<file path="src/cpa_pkg.sv">
// Shared types and constants for the channel pool allocator.
package cpa_pkg;

    // Request codes carried on the mode field.
    localparam logic [1:0] MODE_ASSIGN  = 2'd0;
    localparam logic [1:0] MODE_RELEASE = 2'd1;
    localparam logic [1:0] MODE_QUERY   = 2'd2;

    // Fixed widths of the result fields.
    localparam int CHANNEL_W = 5;
    localparam int COUNT_W   = 5;

    // Flags that travel with the search token from cell to cell.
    typedef struct packed {
        logic valid;
        logic found;
        logic has_free;
    } t_scan_flags;

endpackage

</file>
<file path="src/channel_pool_allocator.sv">
// Top level of the channel pool allocator: control, search chain and free list.
//
//   Channel   Signals                                  Handshake
//   request   start, busy, i_mode, i_source_id, i_stop  taken when start && !busy
//   result    o_valid, o_ok ... o_free_available        one-cycle strobe, no stall
//   config    i_cfg_valid, o_cfg_ready, i_cfg_data      beat when valid && ready
//
// The search token walks the row of table cells one cell per cycle, and the update
// and the result register follow at the last cell. busy falls with the strobe,
// so the next request can be taken at the edge that ends it.
// Reset is synchronous and active low; it empties the table and refills the
// free list with channels 0 to NUM_CHANNELS-1 at once, with no sweep.
// The result cannot be stalled; config beats are always accepted.
module channel_pool_allocator #(
    parameter int NUM_CHANNELS   = 24,
    parameter int SOURCE_ID_BITS = 16
) (
    input  logic                                i_clk,
    input  logic                                i_rst_n,
    input  logic                                start,
    output logic                                busy,
    input  logic [1:0]                          i_mode,
    input  logic [SOURCE_ID_BITS-1:0]           i_source_id,
    input  logic                                i_stop,
    input  logic                                i_cfg_valid,
    output logic                                o_cfg_ready,
    input  logic                                i_cfg_data,
    output logic                                o_valid,
    output logic                                o_ok,
    output logic [cpa_pkg::CHANNEL_W-1:0]       o_channel,
    output logic                                o_was_playing,
    output logic                                o_stop_request,
    output logic [cpa_pkg::COUNT_W-1:0]         o_active_count,
    output logic                                o_free_available
);

    localparam int CH_W  = (NUM_CHANNELS > 1) ? $clog2(NUM_CHANNELS) : 1;
    localparam int CNT_W = $clog2(NUM_CHANNELS + 1);

    localparam logic ST_IDLE = 1'b0;
    localparam logic ST_SCAN = 1'b1;

    logic                      r_state;
    logic                      r_launch;
    logic                      r_track;
    logic [1:0]                r_mode;
    logic [SOURCE_ID_BITS-1:0] r_key;
    logic                      r_stop;
    logic [CNT_W-1:0]          r_active;
    logic [CNT_W-1:0]          n_active;

    logic                      accept;
    logic                      fin;

    cpa_pkg::t_scan_flags      tok      [NUM_CHANNELS+1];
    logic [CH_W-1:0]           hit_idx  [NUM_CHANNELS+1];
    logic [CH_W-1:0]           hit_chan [NUM_CHANNELS+1];
    logic [CH_W-1:0]           free_idx [NUM_CHANNELS+1];
    cpa_pkg::t_scan_flags      last;

    logic                      do_set;
    logic                      do_clr;
    logic                      pop;
    logic                      push;
    logic [CH_W-1:0]           head_chan;
    logic [CNT_W-1:0]          free_count;

    logic                      n_ok;
    logic [CH_W-1:0]           n_chan;
    logic                      n_was;
    logic                      n_stopreq;
    logic                      n_free_avail;
    logic [CH_W+cpa_pkg::CHANNEL_W-1:0] chan_ext;
    logic [CNT_W+cpa_pkg::COUNT_W-1:0]  cnt_ext;

    assign accept      = start && !busy;
    assign busy        = (r_state == ST_SCAN);
    assign o_cfg_ready = 1'b1;
    assign last        = tok[NUM_CHANNELS];
    assign fin         = (r_state == ST_SCAN) && last.valid;

    // Search chain: the token enters cell 0 the cycle after acceptance.
    assign tok[0]      = '{valid: r_launch, found: 1'b0, has_free: 1'b0};
    assign hit_idx[0]  = '0;
    assign hit_chan[0] = '0;
    assign free_idx[0] = '0;

    for (genvar g = 0; g < NUM_CHANNELS; g++) begin : g_cell
        logic cell_set;
        logic cell_clr;

        assign cell_set = do_set && (free_idx[NUM_CHANNELS] == CH_W'(g));
        assign cell_clr = do_clr && (hit_idx[NUM_CHANNELS] == CH_W'(g));

        cpa_cell #(
            .CELL_IDX (g),
            .SRC_W    (SOURCE_ID_BITS),
            .CH_W     (CH_W),
            .IDX_W    (CH_W)
        ) u_cell (
            .i_clk      (i_clk),
            .i_rst_n    (i_rst_n),
            .i_key      (r_key),
            .i_tok      (tok[g]),
            .i_hit_idx  (hit_idx[g]),
            .i_hit_chan (hit_chan[g]),
            .i_free_idx (free_idx[g]),
            .i_set      (cell_set),
            .i_clr      (cell_clr),
            .i_wr_src   (r_key),
            .i_wr_chan  (head_chan),
            .o_tok      (tok[g+1]),
            .o_hit_idx  (hit_idx[g+1]),
            .o_hit_chan (hit_chan[g+1]),
            .o_free_idx (free_idx[g+1])
        );
    end

    cpa_free_list #(
        .NUM_CH (NUM_CHANNELS),
        .CH_W   (CH_W),
        .CNT_W  (CNT_W)
    ) u_free_list (
        .i_clk       (i_clk),
        .i_rst_n     (i_rst_n),
        .i_pop       (pop),
        .i_push      (push),
        .i_push_chan (hit_chan[NUM_CHANNELS]),
        .o_head_chan (head_chan),
        .o_count     (free_count)
    );

    // Decide the update and the result once the token leaves the last cell.
    always_comb begin
        do_set    = 1'b0;
        do_clr    = 1'b0;
        pop       = 1'b0;
        push      = 1'b0;
        n_ok      = 1'b0;
        n_chan    = '0;
        n_was     = 1'b0;
        n_stopreq = 1'b0;
        n_active  = r_active;
        if (fin) begin
            case (r_mode)
                cpa_pkg::MODE_ASSIGN: begin
                    if (last.found) begin
                        n_ok   = 1'b1;
                        n_was  = 1'b1;
                        n_chan = hit_chan[NUM_CHANNELS];
                    end else if (free_count != '0) begin
                        n_ok   = 1'b1;
                        n_chan = head_chan;
                        pop    = 1'b1;
                        if (r_track && last.has_free) begin
                            do_set   = 1'b1;
                            n_active = r_active + 1'b1;
                        end
                    end
                end
                cpa_pkg::MODE_RELEASE: begin
                    if (last.found) begin
                        n_ok      = 1'b1;
                        n_stopreq = r_stop;
                        push      = 1'b1;
                        do_clr    = 1'b1;
                        n_active  = r_active - 1'b1;
                    end
                end
                cpa_pkg::MODE_QUERY: begin
                    n_ok = last.found;
                end
                default: begin
                end
            endcase
        end
    end

    // Free channel left after this step.
    always_comb begin
        if (pop) begin
            n_free_avail = (free_count > CNT_W'(1));
        end else if (push) begin
            n_free_avail = 1'b1;
        end else begin
            n_free_avail = (free_count != '0);
        end
    end

    assign chan_ext = {{cpa_pkg::CHANNEL_W{1'b0}}, n_chan};
    assign cnt_ext  = {{cpa_pkg::COUNT_W{1'b0}}, n_active};

    // Control state, config register and result strobe.
    always_ff @(posedge i_clk) begin
        if (!i_rst_n) begin
            r_state  <= ST_IDLE;
            r_launch <= 1'b0;
            r_track  <= 1'b1;
            r_active <= '0;
            o_valid  <= 1'b0;
        end else begin
            r_launch <= accept;
            o_valid  <= fin;
            r_active <= n_active;
            if (i_cfg_valid && o_cfg_ready) begin
                r_track <= i_cfg_data;
            end
            unique case (r_state)
                ST_IDLE: begin
                    if (accept) begin
                        r_state <= ST_SCAN;
                    end
                end
                ST_SCAN: begin
                    if (fin) begin
                        r_state <= ST_IDLE;
                    end
                end
                default: begin
                    r_state <= ST_IDLE;
                end
            endcase
        end
    end

    // Request capture and result payload.
    always_ff @(posedge i_clk) begin
        if (accept) begin
            r_mode <= i_mode;
            r_key  <= i_source_id;
            r_stop <= i_stop;
        end
        if (fin) begin
            o_ok             <= n_ok;
            o_channel        <= chan_ext[cpa_pkg::CHANNEL_W-1:0];
            o_was_playing    <= n_was;
            o_stop_request   <= n_stopreq;
            o_active_count   <= cnt_ext[cpa_pkg::COUNT_W-1:0];
            o_free_available <= n_free_avail;
        end
    end

    // A result appears in the cycle after the token leaves the chain.
    a_result_after_scan: assert property (@(posedge i_clk) disable iff (!i_rst_n)
        fin |=> (o_valid && !busy))
        else $error("result strobe missing after the search completed");

    // The table never holds more entries than there are channels.
    a_active_bounded: assert property (@(posedge i_clk) disable iff (!i_rst_n)
        r_active <= CNT_W'(NUM_CHANNELS))
        else $error("active entry count exceeds the channel pool");

    // No token enters the chain while a search is already under way.
    a_single_token: assert property (@(posedge i_clk) disable iff (!i_rst_n)
        r_launch |-> !$past(busy))
        else $error("second search launched while busy");

    // A failed request reports channel zero.
    a_fail_zero_chan: assert property (@(posedge i_clk) disable iff (!i_rst_n)
        (o_valid && !o_ok) |-> (o_channel == '0))
        else $error("failed request reported a nonzero channel");

endmodule

</file>
<file path="src/cpa_cell.sv">
// One table entry of the allocator, plus its stage of the search chain.
module cpa_cell #(
    parameter int CELL_IDX = 0,
    parameter int SRC_W    = 16,
    parameter int CH_W     = 5,
    parameter int IDX_W    = 5
) (
    input  logic                 i_clk,
    input  logic                 i_rst_n,
    input  logic [SRC_W-1:0]     i_key,
    input  cpa_pkg::t_scan_flags i_tok,
    input  logic [IDX_W-1:0]     i_hit_idx,
    input  logic [CH_W-1:0]      i_hit_chan,
    input  logic [IDX_W-1:0]     i_free_idx,
    input  logic                 i_set,
    input  logic                 i_clr,
    input  logic [SRC_W-1:0]     i_wr_src,
    input  logic [CH_W-1:0]      i_wr_chan,
    output cpa_pkg::t_scan_flags o_tok,
    output logic [IDX_W-1:0]     o_hit_idx,
    output logic [CH_W-1:0]      o_hit_chan,
    output logic [IDX_W-1:0]     o_free_idx
);

    logic                 r_valid;
    logic [SRC_W-1:0]     r_source;
    logic [CH_W-1:0]      r_channel;
    cpa_pkg::t_scan_flags r_tok;
    cpa_pkg::t_scan_flags n_tok;
    logic [IDX_W-1:0]     r_hit_idx;
    logic [IDX_W-1:0]     n_hit_idx;
    logic [CH_W-1:0]      r_hit_chan;
    logic [CH_W-1:0]      n_hit_chan;
    logic [IDX_W-1:0]     r_free_idx;
    logic [IDX_W-1:0]     n_free_idx;
    logic                 match;

    assign match = r_valid && (r_source == i_key);

    // An earlier hit or free slot wins, so the lowest index is kept.
    always_comb begin
        n_tok       = i_tok;
        n_hit_idx   = i_hit_idx;
        n_hit_chan  = i_hit_chan;
        n_free_idx  = i_free_idx;
        if (!i_tok.found && match) begin
            n_tok.found = 1'b1;
            n_hit_idx   = IDX_W'(CELL_IDX);
            n_hit_chan  = r_channel;
        end
        if (!i_tok.has_free && !r_valid) begin
            n_tok.has_free = 1'b1;
            n_free_idx     = IDX_W'(CELL_IDX);
        end
    end

    // Entry valid bit and token stage.
    always_ff @(posedge i_clk) begin
        if (!i_rst_n) begin
            r_valid <= 1'b0;
            r_tok   <= '0;
        end else begin
            r_tok <= n_tok;
            if (i_set) begin
                r_valid <= 1'b1;
            end else if (i_clr) begin
                r_valid <= 1'b0;
            end
        end
    end

    // Entry payload and the data handed to the next cell.
    always_ff @(posedge i_clk) begin
        r_hit_idx  <= n_hit_idx;
        r_hit_chan <= n_hit_chan;
        r_free_idx <= n_free_idx;
        if (i_set) begin
            r_source  <= i_wr_src;
            r_channel <= i_wr_chan;
        end
    end

    assign o_tok      = r_tok;
    assign o_hit_idx  = r_hit_idx;
    assign o_hit_chan = r_hit_chan;
    assign o_free_idx = r_free_idx;

endmodule

</file>
<file path="src/cpa_free_list.sv">
// First-in first-out list of free channels, starting out as 0 to N-1.
module cpa_free_list #(
    parameter int NUM_CH = 24,
    parameter int CH_W   = 5,
    parameter int CNT_W  = 5
) (
    input  logic             i_clk,
    input  logic             i_rst_n,
    input  logic             i_pop,
    input  logic             i_push,
    input  logic [CH_W-1:0]  i_push_chan,
    output logic [CH_W-1:0]  o_head_chan,
    output logic [CNT_W-1:0] o_count
);

    logic [CH_W-1:0]   r_mem [NUM_CH];
    logic [NUM_CH-1:0] r_written;
    logic [CH_W-1:0]   r_head;
    logic [CH_W-1:0]   r_tail;
    logic [CNT_W-1:0]  r_count;
    logic [CH_W-1:0]   r_rd_data;
    logic              r_rd_written;
    logic [CH_W-1:0]   r_rd_pos;
    logic              full;
    logic              do_push;

    assign full    = (r_count == CNT_W'(NUM_CH));
    assign do_push = i_push && !full;

    // Pointers, count and written marks; an unwritten slot holds its own index.
    always_ff @(posedge i_clk) begin
        if (!i_rst_n) begin
            r_head    <= '0;
            r_tail    <= '0;
            r_count   <= CNT_W'(NUM_CH);
            r_written <= '0;
        end else begin
            if (i_pop) begin
                r_head  <= (r_head == CH_W'(NUM_CH - 1)) ? '0 : r_head + 1'b1;
                r_count <= r_count - 1'b1;
            end else if (do_push) begin
                r_tail            <= (r_tail == CH_W'(NUM_CH - 1)) ? '0 : r_tail + 1'b1;
                r_count           <= r_count + 1'b1;
                r_written[r_tail] <= 1'b1;
            end
        end
    end

    // Storage: written at the tail, read at the head with registered data.
    always_ff @(posedge i_clk) begin
        if (do_push && !i_pop) begin
            r_mem[r_tail] <= i_push_chan;
        end
        r_rd_data    <= r_mem[r_head];
        r_rd_written <= r_written[r_head];
        r_rd_pos     <= r_head;
    end

    assign o_head_chan = r_rd_written ? r_rd_data : r_rd_pos;
    assign o_count     = r_count;

endmodule

</file>
<file path="config.mk">
export PLATFORM = sky130hd
export DESIGN_NAME = channel_pool_allocator
export DESIGN_NICKNAME = d
export VERILOG_FILES = /design/src/cpa_pkg.sv /design/src/channel_pool_allocator.sv /design/src/cpa_cell.sv /design/src/cpa_free_list.sv
export SDC_FILE = /design/constraint.sdc
export NUM_CORES = 1
export LEC_CHECK = 0
export ABC_AREA = 1
export BUFFER_PORTS_ARGS = -buffer_cell sky130_fd_sc_hd__buf_2
export CORE_ASPECT_RATIO = 0.75
export CORE_UTILIZATION = 35
export CTS_BUF_LIST = sky130_fd_sc_hd__clkbuf_8
export CTS_CLUSTER_DIAMETER = 150
export CTS_CLUSTER_SIZE = 10
export DETAILED_ROUTE_END_ITERATION = 10
export SLEW_MARGIN = 25
export SYNTH_ARGS = -nofsm -noshare
export SYNTH_HDL_FRONTEND = slang
export SYNTH_HIERARCHICAL = 1
export SYNTH_SLANG_ARGS = --single-unit
</file>
<file path="constraint.sdc">
create_clock -name i_clk -period 8 [get_ports i_clk]
set_input_delay 0.8 -clock i_clk [delete_from_list [all_inputs] [get_ports i_clk]]
set_output_delay 0.8 -clock i_clk [all_outputs]
set_load 0.03 [all_outputs]
</file>
* Word-level counts from Yosys, hierarchy flattened
Memory sizes are Yosys's and may differ from the RTL's. A register that Yosys moved wholly into a read port is not among the register bits.
Index checks and enable logic that the tools add are counted.
** Storage, ports and cells
- Word-level logic and storage cells :: 709
- Output and inout port bits :: 17
- Flip-flop bits (word level) :: 985
- Memories :: 1
- Bits in writable memories :: 120
- Input bits :: 24
** Cells by class
- Magnitude comparators :: 4
- Bitwise logic cells :: 3
- Mux-type cells :: 159
- Equality and inequality tests :: 75
- Add/subtract/negate cells :: 6
- Reductions and logical operators :: 227
** Memories
- u_free_list.r_mem :: words 24, width 5, read ports 1, clocked after Yosys merged registers in 1, wr ports 1, line cpa_free_list.sv:16 : logic [CH_W-1:0] r_mem [NUM_CH];
** Operators with widths (number)
- $eq 16x16->1 :: 24
- $mux 5 :: 35
- $logic_and 1x1->1 :: 124
- $mux 1 :: 119
- $eq 5x5->1 const B :: 19
- $eq 5x4->1 const B :: 16
- $logic_not 1->1 :: 72
- $reduce_bool 2->1 :: 25
- $eq 5x3->1 const B :: 8
- $or 24x24->24 :: 1
- $add 5x1->5 const B :: 4
- $eq 5x2->1 const B :: 4
- $lt 5x6->1 const B :: 2
- $eq 5x1->1 const B :: 2
- $logic_not 5->1 :: 2
- $pmux 5 s2 :: 1
- $sub 5x1->5 const B :: 2
- $bmux 1 s5 :: 1
- $demux 1 s5 :: 1
- $ge 5x1->1 const B :: 1
- $gt 5x1->1 const B :: 1
- $reduce_bool 5->1 :: 1
- $reduce_and 2->1 :: 2
- $pmux 1 s3 :: 1
- 5 further kinds :: 6

* Longest topological paths before layout
- Depth after elaboration :: 9
- Depth in mapped cells :: 17
- Gate-level depth less buffers :: 16

* Hierarchy
The synthesis kept the hierarchy.
** By module, submodules not included
- cpa_cell at g_cell[10].u_cell ... :: sequential area each 1011.0 um^2, cells an instance 196, area each 1694.1 um^2, times used 9
- cpa_cell at g_cell[11].u_cell ... :: sequential area each 1011.0 um^2, cells an instance 195, area each 1734.2 um^2, times used 7
- cpa_free_list :: sequential area each 4604.4 um^2, cells an instance 781, area each 7384.6 um^2, times used 1
- cpa_cell at g_cell[16].u_cell ... :: sequential area each 1011.0 um^2, cells an instance 197, area each 1726.7 um^2, times used 4
- channel_pool_allocator :: sequential area each 1171.1 um^2, cells an instance 250, area each 2174.6 um^2, times used 1
- cpa_cell at g_cell[8].u_cell :: sequential area each 1011.0 um^2, cells an instance 197, area each 1711.6 um^2, times used 1
- cpa_cell at g_cell[0].u_cell :: sequential area each 1011.0 um^2, cells an instance 198, area each 1687.9 um^2, times used 1
- cpa_cell at g_cell[15].u_cell :: sequential area each 1011.0 um^2, cells an instance 170, area each 1579.0 um^2, times used 1
- cpa_cell at g_cell[23].u_cell :: sequential area each 1011.0 um^2, cells an instance 166, area each 1567.8 um^2, times used 1

* Worst setup path after synthesis
OpenSTA, ideal clock, no wires.
- Path kind :: register to register
- From :: register r_state, in the netlist busy
- To :: register g_cell[11].u_cell.r_channel[0], enable pin
- Arrival :: 2.451 ns
- Cell stages (with the launch flop) :: 7
- Setup time :: 0.400 ns
- Setup slack :: 5.149 ns
- Clock period less this slack :: 2.851 ns
- Cell sequence :: dfxtp_1 -> nand2_2 -> inv_1 -> nand2_2 -> nor2_4 -> nand3_2 -> nor2_1
** On the way
- Longest elaborated chain between the ends :: 3
** Ends and longest elaborated chain
- start: declaration :: line channel_pool_allocator.sv:43 : logic r_state;
- start signal: assignment :: line channel_pool_allocator.sv:196 : r_state <= ST_IDLE;
- start signal: assignment :: line channel_pool_allocator.sv:211 : r_state <= ST_SCAN;
- start signal: assignment :: line channel_pool_allocator.sv:216 : r_state <= ST_IDLE;
- $logic_and 1x1->1 :: line channel_pool_allocator.sv:80 : assign fin = (r_state == ST_SCAN) && last.valid;
- via fin :: line channel_pool_allocator.sv:53 : logic fin;
- $mux 1 :: line channel_pool_allocator.sv:144 : if (fin) begin
- $logic_and 1x1->1 :: line channel_pool_allocator.sv:92 : assign cell_set = do_set && (free_idx[NUM_CHANNELS] == CH_W'(g));
- via g_cell[11].cell_set :: line channel_pool_allocator.sv:89 : logic cell_set;
- end signal: assignment :: line cpa_cell.sv:79 : r_channel <= i_wr_chan;
- end: declaration :: line cpa_cell.sv:27 : logic [CH_W-1:0] r_channel;
The timed path passes the listed nets, and every way through them passes these cells.
A chain may end at the register's enable or synchronous reset.

* Worst setup path after layout
- From :: register r_mode[0]
- To :: register u_free_list.r_count[4], in the netlist u_free_list/o_count[4]
** On the way
- Elaborated cells between the ends (all ways) :: 9
- Classes of those cells :: eq/ne: 1; mux: 5; reduce/logical: 3
** RTL lines
- start: declaration :: line channel_pool_allocator.sv:46 : logic [1:0] r_mode;
- start signal: assignment :: line channel_pool_allocator.sv:229 : r_mode <= i_mode;
- $logic_not 2->1 (*) :: line channel_pool_allocator.sv:145 : case (r_mode)
- $mux 1 (*) :: line channel_pool_allocator.sv:145
- $mux 1 (*) :: line channel_pool_allocator.sv:144
- via pop :: line channel_pool_allocator.sv:63 : logic pop;
- $mux 5 or $reduce_bool 2->1 (tied branches)
- end signal: assignment :: line cpa_free_list.sv:35 : r_count <= CNT_W'(NUM_CH);
- end signal: assignment :: line cpa_free_list.sv:40 : r_count <= r_count - 1'b1;
- end signal: assignment :: line cpa_free_list.sv:43 : r_count <= r_count + 1'b1;
- end: declaration :: line cpa_free_list.sv:20 : logic [CNT_W-1:0] r_count;
The timed path passes the listed nets; every way through them passes the cells marked *.

==> results.toml <==
[floorplanning]
rows = 120
dieArea_sq_um = 146000
die_y_microns = 331
die_w_microns = 440
start_util = 0.353
io_pins = 41
core_area_sq_um = 143000

[min_path]
hold_path_class = "input pin to register"

[detailed_routing]
routed.top_layer = "met4"
wire_per_inst_microns = 16.0
final_antenna_net_count = 0
first_iter_violations = 3492
via_count = 35951
met1_length_microns = 61200
dr.pass1.iters = 6
drc_errors = 0
wl_met3_microns = 9260
wl_microns = 126000
wl_met2_microns = 53300
drt-vias-per-instance = 4.56

[synth]
synth_edf_count = 657
syn_area_sq_um = 50400
synthAdderAreaFrac = 0.00362
synth_ff_type = "edfxtp_1"
synth_top_cells_by_count = "nand2_1, inv_1, nor2_1"
synthCells = 5679
muxShareOfSynthArea = 0.00112
synth.most_common_cell = "nand2_1"
synth_xor_xnor_area_share = 0.00504
synth_top_family_by_area = "simple AND/OR/NAND/NOR gates"
seq_area_frac_synth = 0.596
synth_cell_types = 43
ys_ff_latch = 1172
yosysWarnings = 6
syn_avg_cell_area_sq_um = 8.87
synth_top_area_share = 0.391
synth_compound_area_frac = 0.0210
yosysTopAreaCell = "edfxtp_1"
async_flop_share = 0
synth-simple-area-share = 0.286
synth.area.top_cells = "edfxtp_1, dfxtp_1, nand2_1"

[cts]
cts_sinks = 1172
hold_buffers = 0
postCtsSetupBuffers = 0
cts-htree-levels = 4
cts_max_path_buffers = 3
cts_tree = "yes"
clk_latency_ns = 0.87
cts_root_buf = "clkbuf_8"
cts.clk_slew.worst_paths_ns = 0.07
cts_made_buffers = 135
cts_resized = 0

[critical_path]
crit_path_end_kind = "register"
path_class = "register to register"
worstSetupStartpointType = "register"
cp_num_buf_inv = 5
path_cells = "inv_1, ha_1, inv_2, nor2_2, inv_2, nor2_1, inv_2, fa_1, inv_1, nand2_1, nand2_1, nand2_1, a21o_1, nand2_1, nand2_1, nand3_1"
cp_slowest_cell = "nor2_1"
worst-path-max-fanout = 10
required_ns = 8.78
cpLargestDelayFamily = "simple AND/OR/NAND/NOR gates"
max_stage_delay_ns = 0.61
path_common_cell = "nand2_1"
cp.arrival_ns = 3.97

[sta]
clock.fmax_mhz = 314
setup_violations = 0
final.setup.worst_slack_ns = 4.81
fin_tns_setup_ns = 0
hold_violations = 0
max_slew_margin = 0.333
fin_worst_skew_ns = 0.0491
rsz0062_at_grt = "no"
post-route-period-util = 0.398
final.min_clock_period_ns = 3.19
tightest_slew_ns = 1.00
finalMaxSlewViolations = 0

[grt]
overflow = 0
grt_start_max_net_pins = 79
antenna_found_initial = 4
grt_pass1_vias = 33699
grt_first_pass_wirelength_microns = 194000
grt.total_usage = 0.174

[pwr]
powerDensity_nw_per_um2 = 195
leakage_nw = 26.3
peakVddDrop_v = 0.000161
power_w = 0.0108

[placed_design]
port_buffers = 39
dpl.hpwl_microns = 81100
place_congestion = 0.841
place_ws_ns = 4.74

[finish]
drive_gt1_frac = 0.112
area_growth_pct = 10.6
final_util = 0.390
nets = 5924

[run]
max_cap_violations = 0

[status]
status = "complete, no violations"
## per-layer routing
metal,up-vias,GRT usage
met1,16688,0.258
met2,1007,0.258
met5,-,0
met3,196,0.0327
met4,0,0.0459
li1,18060,-
## layout make-up
cell class | instances | area (sq um)
diodes | 2 | 5.00
flip-flops and latches | 1172 | 30000
fillers | 14118 | 87000
repair buffers | 86 | 551
inverters | 1123 | 4220
clock buffers | 138 | 1900
clock inverters | 109 | 494
multi-input cells | 3368 | 16200
well taps | 1891 | 2370
## cells by family after synthesis
group | count (synthesis)
muxes | 5
adders and majority gates | 14
xor gates and xnor gates | 29
buffers and inverters | 1157
and+or+nand+nor | 3101
AOI/OAI and AO/OA | 199
other | 2
DFF | 1172
## layout by cell type, fill, tap and decap left out, types with 8 or more instances in the layout
cell type	n
a21oi_1	92
buf_2	38
buf_4	48
clkbuf_8	138
conb_1	20
dfxtp_1	514
edfxtp_1	657
ha_1	13
inv_1	1200
inv_2	16
nand2_1	1606
nand2_2	84
nand2_4	8
nand3_1	183
nand3_2	15
nand4_1	190
nand4_4	24
nor2_1	708
nor2_2	86
nor2_4	51
nor2_8	12
nor3_4	25
o211ai_1	12
o21ai_0	60
o21ai_1	26
or2_2	97
xnor2_1	24
## final timing paths
check / cells after the start / endpoint / slack [ns] / start
hold / removal: 1 / r_key[10] / 0.11 / i_source_id[10]
hold reg to reg: 2 / g_cell[18].u_cell/o_hit_idx[3] / 0.37 / g_cell[17].u_cell/o_hit_idx[3]
setup reg to reg: 16 / u_free_list/o_count[4] / 4.81 / r_mode[0]
setup / recovery: 16 / u_free_list/o_count[4] / 4.81 / r_mode[0]
## sequential cells by signal, summed over array words and instances (netlist names), 16 cells and up
register                  cells
g_cell.u_cell/o_free_idx    120
g_cell.u_cell/o_hit_chan    120
g_cell.u_cell/o_hit_idx     120
g_cell.u_cell/o_tok          72
g_cell.u_cell/r_channel     120
g_cell.u_cell/r_source      384
g_cell.u_cell/r_valid        24
r_key                        16
u_free_list/r_mem           120
u_free_list/r_written        24
## where the power goes
part | internal [W] | leakage (nW) | switching [W] | total, W
Clock | 0.00162 | 1.55 | 0.00219 | 0.00382
Sequential | 0.00644 | 10.2 | 0.0000395 | 0.00648
Combinational | 0.000149 | 14.5 | 0.000400 | 0.000549
Total | 0.00821 | 26.3 | 0.00263 | 0.0108
## stage by stage
step / hold slack (ns) / instance area, sq um / std cells
6_report: 0.114 / 55700 / 7889
3_5_place_dp: 0.397 / 53300 / 7640
2_1_floorplan: 0.326 / 50500 / 5697
5_1_grt: 0.0426 / 55700 / 7889
3_3_place_gp: 0.392 / 53200 / 7640
4_1_cts: 0.0176 / 55700 / 7887
No activity file was read; power rests on OpenSTA's default activity.
